==> config.mk <==
export PLATFORM = sky130hd
export DESIGN_NAME = usm_div
export DESIGN_NICKNAME = d
export VERILOG_FILES = /design/src/rtl/core/usm_pkg.sv /design/src/rtl/core/usm_div.sv
export SDC_FILE = /design/constraint.sdc
export NUM_CORES = 1
export LEC_CHECK = 0
export BUFFER_PORTS_ARGS = -buffer_cell sky130_fd_sc_hd__buf_2
export CAP_MARGIN = 20
export CELL_PAD_IN_SITES_DETAIL_PLACEMENT = 2
export CELL_PAD_IN_SITES_GLOBAL_PLACEMENT = 2
export CORE_ASPECT_RATIO = 0.6
export CORE_MARGIN = 2
export CORE_UTILIZATION = 43
export DETAILED_ROUTE_END_ITERATION = 6
export GPL_TIMING_DRIVEN = 0
export PLACE_DENSITY = 0.93
export SLEW_MARGIN = 20
export SYNTH_ARGS = -nofsm -noshare
export SYNTH_HDL_FRONTEND = slang
export SYNTH_SLANG_ARGS = --single-unit
export TNS_END_PERCENT = 5
==> constraint.sdc <==
create_clock -name clk -period 17 [get_ports clk]
set_input_delay 3.4 -clock clk [delete_from_list [all_inputs] [get_ports clk]]
set_output_delay 3.4 -clock clk [all_outputs]
set_load 0.02 [all_outputs]
==> src/rtl/core/usm_pkg.sv <==
`timescale 1ns / 1ps
package usm_pkg;

  // Grid and coordinate format
  localparam int MAX_GRID        = 256;
  localparam int COORD_FRAC_BITS = 15;
  localparam int CFG_W           = 9;
  localparam int IDX_W           = 17;
  localparam int COORD_W         = 16;

  // Register indexes
  localparam logic REG_RING   = 1'b0;
  localparam logic REG_SECTOR = 1'b1;

  // Long divider: floor(n * 2^33 / d), one quotient bit per step
  localparam int DIV_STEPS  = 34;
  localparam int DIV_PER    = 4;
  localparam int DIV_STAGES = (DIV_STEPS + DIV_PER - 1) / DIV_PER;
  localparam int DIV_Q_W    = DIV_STEPS;
  localparam int DIV_R_W    = CFG_W + 1;
  localparam int TEX_SH     = DIV_STEPS - 1 - (COORD_FRAC_BITS + 1);

  // Sine evaluation, Q2.30
  localparam logic [30:0] Q30_ONE     = 31'h4000_0000;
  localparam logic [30:0] HALF_PI_Q30 = 31'd1686629713;
  localparam int          HORNER_N    = 5;
  localparam logic [6:0]  HORNER_DIV   [HORNER_N] = '{7'd110, 7'd72, 7'd42, 7'd20, 7'd6};
  // floor(2^32 / divisor): estimate is exact or one low
  localparam logic [29:0] HORNER_RECIP [HORNER_N] = '{30'd39045157, 30'd59652323,
                                                      30'd102261126, 30'd214748364,
                                                      30'd715827882};
  localparam int SIN_STAGES = 3 + 3 * HORNER_N + 1;

  // Side pipeline: input stage, divider, sine, product stage
  localparam int PIPE_DEPTH = 1 + DIV_STAGES + SIN_STAGES + 1;
  localparam int TEX_STAGE  = DIV_STAGES + 1;

  localparam int ROUND_SH  = 30 - COORD_FRAC_BITS;
  localparam int COORD_MAX = (1 << COORD_FRAC_BITS) - 1;

  typedef struct packed {
    logic             mode;
    logic [CFG_W-1:0] ring_index;
    logic [CFG_W-1:0] sector_index;
  } in_item_t;

  typedef struct packed {
    logic signed [COORD_W-1:0] pos_x;
    logic signed [COORD_W-1:0] pos_y;
    logic signed [COORD_W-1:0] pos_z;
    logic [COORD_W-1:0]        tex_u;
    logic [COORD_W-1:0]        tex_v;
    logic [IDX_W-1:0]          index_a;
    logic [IDX_W-1:0]          index_b;
    logic [IDX_W-1:0]          index_c;
    logic                      last;
    logic                      bad_request;
  } out_item_t;

  typedef struct packed {
    logic        neg;
    logic [31:0] mag;
  } sin_res_t;

  typedef struct packed {
    logic        neg;
    logic [30:0] t;
    logic [31:0] t2;
  } sin_ctx_t;

  typedef struct packed {
    logic               mode;
    logic               bad;
    logic [IDX_W-1:0]   cur;
    logic [IDX_W-1:0]   nxt;
    logic [COORD_W-1:0] tex_u;
    logic [COORD_W-1:0] tex_v;
  } side_t;

endpackage

==> src/rtl/core/usm_div.sv <==
`timescale 1ns / 1ps
module usm_div (
  input  logic                         clk,
  input  logic                         en,
  input  logic [usm_pkg::CFG_W-1:0]    num,
  input  logic [usm_pkg::CFG_W-1:0]    den,
  output logic [usm_pkg::DIV_Q_W-1:0]  quo
);
  import usm_pkg::*;

  logic [DIV_R_W-1:0] rem_q [DIV_STAGES-1];
  logic [DIV_Q_W-1:0] quo_q [DIV_STAGES];

  for (genvar s = 0; s < DIV_STAGES; s++) begin : g_stage
    logic [DIV_R_W-1:0] r_in;
    logic [DIV_R_W-1:0] r_c;
    logic [DIV_Q_W-1:0] q_in;
    logic [DIV_Q_W-1:0] q_c;

    if (s == 0) begin : g_first
      assign r_in = {1'b0, num};
      assign q_in = '0;
    end else begin : g_next
      assign r_in = rem_q[s-1];
      assign q_in = quo_q[s-1];
    end

    // shift, compare, subtract: one quotient bit per step
    always_comb begin
      r_c = r_in;
      q_c = q_in;
      for (int j = 0; j < DIV_PER; j++) begin
        if (s * DIV_PER + j < DIV_STEPS) begin
          if (s * DIV_PER + j != 0) r_c = {r_c[DIV_R_W-2:0], 1'b0};
          if (r_c >= {1'b0, den}) begin
            r_c = r_c - {1'b0, den};
            q_c = {q_c[DIV_Q_W-2:0], 1'b1};
          end else begin
            q_c = {q_c[DIV_Q_W-2:0], 1'b0};
          end
        end
      end
    end

    always_ff @(posedge clk) begin
      if (en) quo_q[s] <= q_c;
    end

    if (s < DIV_STAGES - 1) begin : g_rem
      always_ff @(posedge clk) begin
        if (en) rem_q[s] <= r_c;
      end
    end
  end

  assign quo = quo_q[DIV_STAGES-1];

endmodule

# Yosys cells after proc, flatten, opt, wreduce, memory -nomap -nowiden
# Memory sizes are Yosys's and may differ from the RTL's.
# Index checks and enable logic that the tools add are counted.
# W data, S select, Z words.
# totals
register_bits,0
ram_bits,386
out_inout_bits,34
mem_count,2
# op_classes
n_addsub,33
order_cmp,34
mux,69
# memory_table
memory,words,width,rd,rd_clocked_by_memory_dff,wr,line_no,source
quo_q,9,34,9,0,9,usm_div.sv:12,logic [DIV_Q_W-1:0] quo_q [DIV_STAGES];
rem_q,8,10,8,0,8,usm_div.sv:11,logic [DIV_R_W-1:0] rem_q [DIV_STAGES-1];
# ops
op,count
$ge A10 B9 Y1,33
$mux W9,25
$sub A9 B9 Y9,25
$mux W10,8
$sub A10 B9 Y10,8
$mux W1,36
$ge A9 B9 Y1,1

# Longest topological paths before layout
# An unclocked memory read counts as a cell.
# logic_depth
depth_word,9
depth_mapped,44
mapped_depth_nobuf,39

# Worst setup path before layout
# No wires, ideal clock.
# synth_timing
kind,input-to-reg
from,input port den[0] (netlist name)
to,"memory rem_q[0][10] (netlist name), data pin"
setup_ps,270
arrival_time_ps,12563
t_required_ps,16730
path_slack_ps,4167
path_stages,42
cell_sequence,buf_2 > buf_4 > buf_2 > inv_1 > clkbuf_1 > buf_1 > buf_1 > fa_1 > a21o_1 > a21o_1 > a2111oi_0 > a41oi_1 > a31oi_1 > a21o_1 > ha_1 > clkbuf_1 > a21oi_1 > nand2_1 > [6 not listed] > o21ai_0 > a21oi_1 > o311a_1 > o22ai_1 > o21bai_1 > a211oi_2 > clkinv_1 > mux2_2 > ha_1 > o21ai_0 > a21oi_1 > o41ai_1 > o21ai_0 > a21oi_1 > nor3b_1 > and2_1 > clkbuf_1 > nor3_1
# synth_rtl
item,line_no,source
"start, declared",usm_div.sv:6,"input logic [usm_pkg::CFG_W-1:0] den,"
"end, declared",usm_div.sv:11,

==> metrics <==
# port buffers=53; Die ar.=54300 um2; hold depth=0; ys flop type=edfxtp_1; clk sinks=250; CP endpoint kind=flip-flop; number of synthesized flops with an enable pin=250; Post-DP Area=23900 um2; worst-path maximum fanout=18; drt total wl=90.3 mm; DR vias=20400; minimum clock period=16590 ps; Area contributors post-synth=edfxtp_1 (33%), ha_1 (16%), mux2_2 (4.9%); post-route antenna net violation count=0; top cell type by total area after synthesis=edfxtp_1; Hold WS=412 ps; Worst Tran Pin Value=1150 ps; Clock Latency Late Sink=610 ps; core area=51300 um2; vias in the first global route=22700; warning count from the yosys run=0; row cnt=64; Hold Buf Count CTS=0; mapped cell area=22500 um2; all-layer global routing usage=32.7%; Via-to-Cell Ratio=6.61; Setup Skew=25.2 ps; Inserted Clock Buffers=28; layout cells sized above 1=12.1%; DRC Markers=0; slowest stage cell, crit path=buf_2; reg2reg setup slack=5670 ps; Async S/R FF share, synth=0%; Worst Hold Class=reg2reg; WL per Instance=29.2 um; commonest non-fill, non-tap cell in the layout=ha_1; chip height=181 um; Starting Density=43.9%; Synth Instances=2284; most frequent cells in the layout=ha_1 (281), edfxtp_1 (250), nor2_1 (191), a21oi_1 (169), o21ai_0 (127); fin nets=2689; final hold violation count=0; Max-Cap Viols=0; Max clock buf depth=3; CP required=17460 ps; Synth Net Count=2595; status=finished clean; IO Pins=54; CTS root buf=clkbuf_16; antenna violations before repair=2; fin area=24900 um2; Worst Setup SP=den[0]; Layout area overhead=10.5%; syn_area_per_cell=9.86 um2; reg2reg end=rem_q[0][14]; register area share after synthesis=33.3%; max-slew violation count=0; critical path launch point type=input port; GRT overflow=0; H-tree levels=1; GPL Wtd Cong=0.895; Die X-Extent=299 um; Largest stage delay, worst path=520 ps; CP Class=in2reg; CTS tree=built; Worst-path clk slew=70 ps; setup violators final=0; Worst Setup EP=rem_q[0][14]; worst r2r src=rem_q[0][4]; DR pass1 iterations=7; f_max=0.0603 GHz; max_slew headroom=23.7%; global-route wire length before repair=138 mm; Iteration-0 DRC Markers=1657; Worst R2R Path Depth=36; crit path DAT=17050 ps; hpwl dp=64.7 mm; pin count of the biggest net entering global routing=88; Core Util, Final=48.5%; Final Cycle Share=97.6%; top cell type's share of synthesized area=33.3%; #FFs+latches synth=250; unrepaired setup endpoints after global routing=false; Cell variety after synth=93
[sequential cells by signal, summed over array words and instances, names as in the netlist]
name   cells
quo_q    178
rem_q     72
[per-layer routing]
| layer | global-route usage, % | part of all wire [%] |
|---|---|---|
| met1 | 42.8 | 43 |
| met2 | 54.4 | 46 |
| met4 | 12.1 | 4.0 |
| met5 | 0 | 0.014 |
| met3 | 5.13 | 6.7 |
[synthesized netlist by cell type, types with 6 or more instances]
| master | count |
|---|---|
| mux2i_1 | 23 |
| o41ai_1 | 11 |
| o21bai_1 | 24 |
| mux2_1 | 15 |
| a21oi_1 | 170 |
| o211a_1 | 7 |
| buf_2 | 9 |
| o21a_1 | 34 |
| inv_2 | 7 |
| and2_1 | 35 |
| o21ai_1 | 11 |
| nor2_1 | 191 |
| xor2_1 | 71 |
| and3_1 | 22 |
| or2_2 | 14 |
| nor2b_1 | 40 |
| inv_1 | 86 |
| xnor2_1 | 111 |
| a21boi_1 | 7 |
| nand3_1 | 31 |
| nand2_1 | 119 |
| o31ai_1 | 19 |
| and4_1 | 9 |
| a221o_1 | 20 |
| ha_1 | 281 |
| or3_1 | 19 |
| a21o_1 | 79 |
| mux2_2 | 99 |
| a211oi_1 | 19 |
| nor3b_1 | 7 |
| nor3_1 | 57 |
| nand4_1 | 15 |
| fa_1 | 10 |
| a21boi_0 | 16 |
| o221ai_1 | 6 |
| clkbuf_1 | 23 |
| o21ai_0 | 127 |
| a31oi_1 | 20 |
| edfxtp_1 | 250 |
| o211ai_1 | 20 |
| nand2b_1 | 37 |
[how the worst min path moves through the flow]
stage,startpoint,to,slack [ps]
global route,quo_q[0][267],quo_q[0][303],420
global placement,quo_q[0][114],quo_q[0][152],400
detailed placement,quo_q[0][147],quo_q[0][185],410
floorplan,quo_q[0][68],quo_q[0][106],400
CTS,quo_q[0][267],quo_q[0][303],410
finish,quo_q[0][267],quo_q[0][303],410
[repair_timing]
item	4_1_cts	5_1_grt
endpoints found under the setup margin	8	25
gates resized for setup	3	4
buffers inserted	0	3
pin swaps	0	0
[cell type report]
| cell class | instances | area (um2) |
|---|---|---|
| antenna | 1 | 2.50 |
| buffer | 38 | 174 |
| clock buffer | 34 | 744 |
| clock inverter | 15 | 209 |
| fill | 5338 | 26400 |
| inverter | 97 | 383 |
| multi-input combinational | 1898 | 14500 |
| sequential | 250 | 7510 |
| tap | 693 | 867 |
| timing repair buffer | 65 | 508 |
[per-stage QoR]
step	setup WS, ps	cells	setup TNS (ps)
global placement	-375	3030	-3070
global route	1.47	3090	0
detailed placement	-652	3039	-5750
finish	409	3091	0
floorplan	4170	2284	0
CTS	118	3088	0
[logic make-up (layout without fill, tap and decap cells)]
logic type                 after synthesis  in the layout  synth area share, %
AOI/OAI and AO/OA                      668            668                 20.3
and+or+nand+nor                        618            618                 13.6
adders and majority gates              291            291                 16.5
DFF                                    250            250                 33.3
xor gates and xnor gates               182            182                 7.08
muxes                                  139            139                 6.85
buffers and inverters                  136            249                 2.37
other                                    0              1                    0
[critical path: cells and delay by family]
family,cells,cell delay (ps)
AOI/OAI and AO/OA,17,5060
adders and majority gates,4,1400
buffers and inverters,14,5190
muxes,1,370
and+or+nand+nor,7,1540
Power is left out: the tool's default activity adds up to more than one toggle a clock period on the data nets, which glitch-free logic cannot reach.
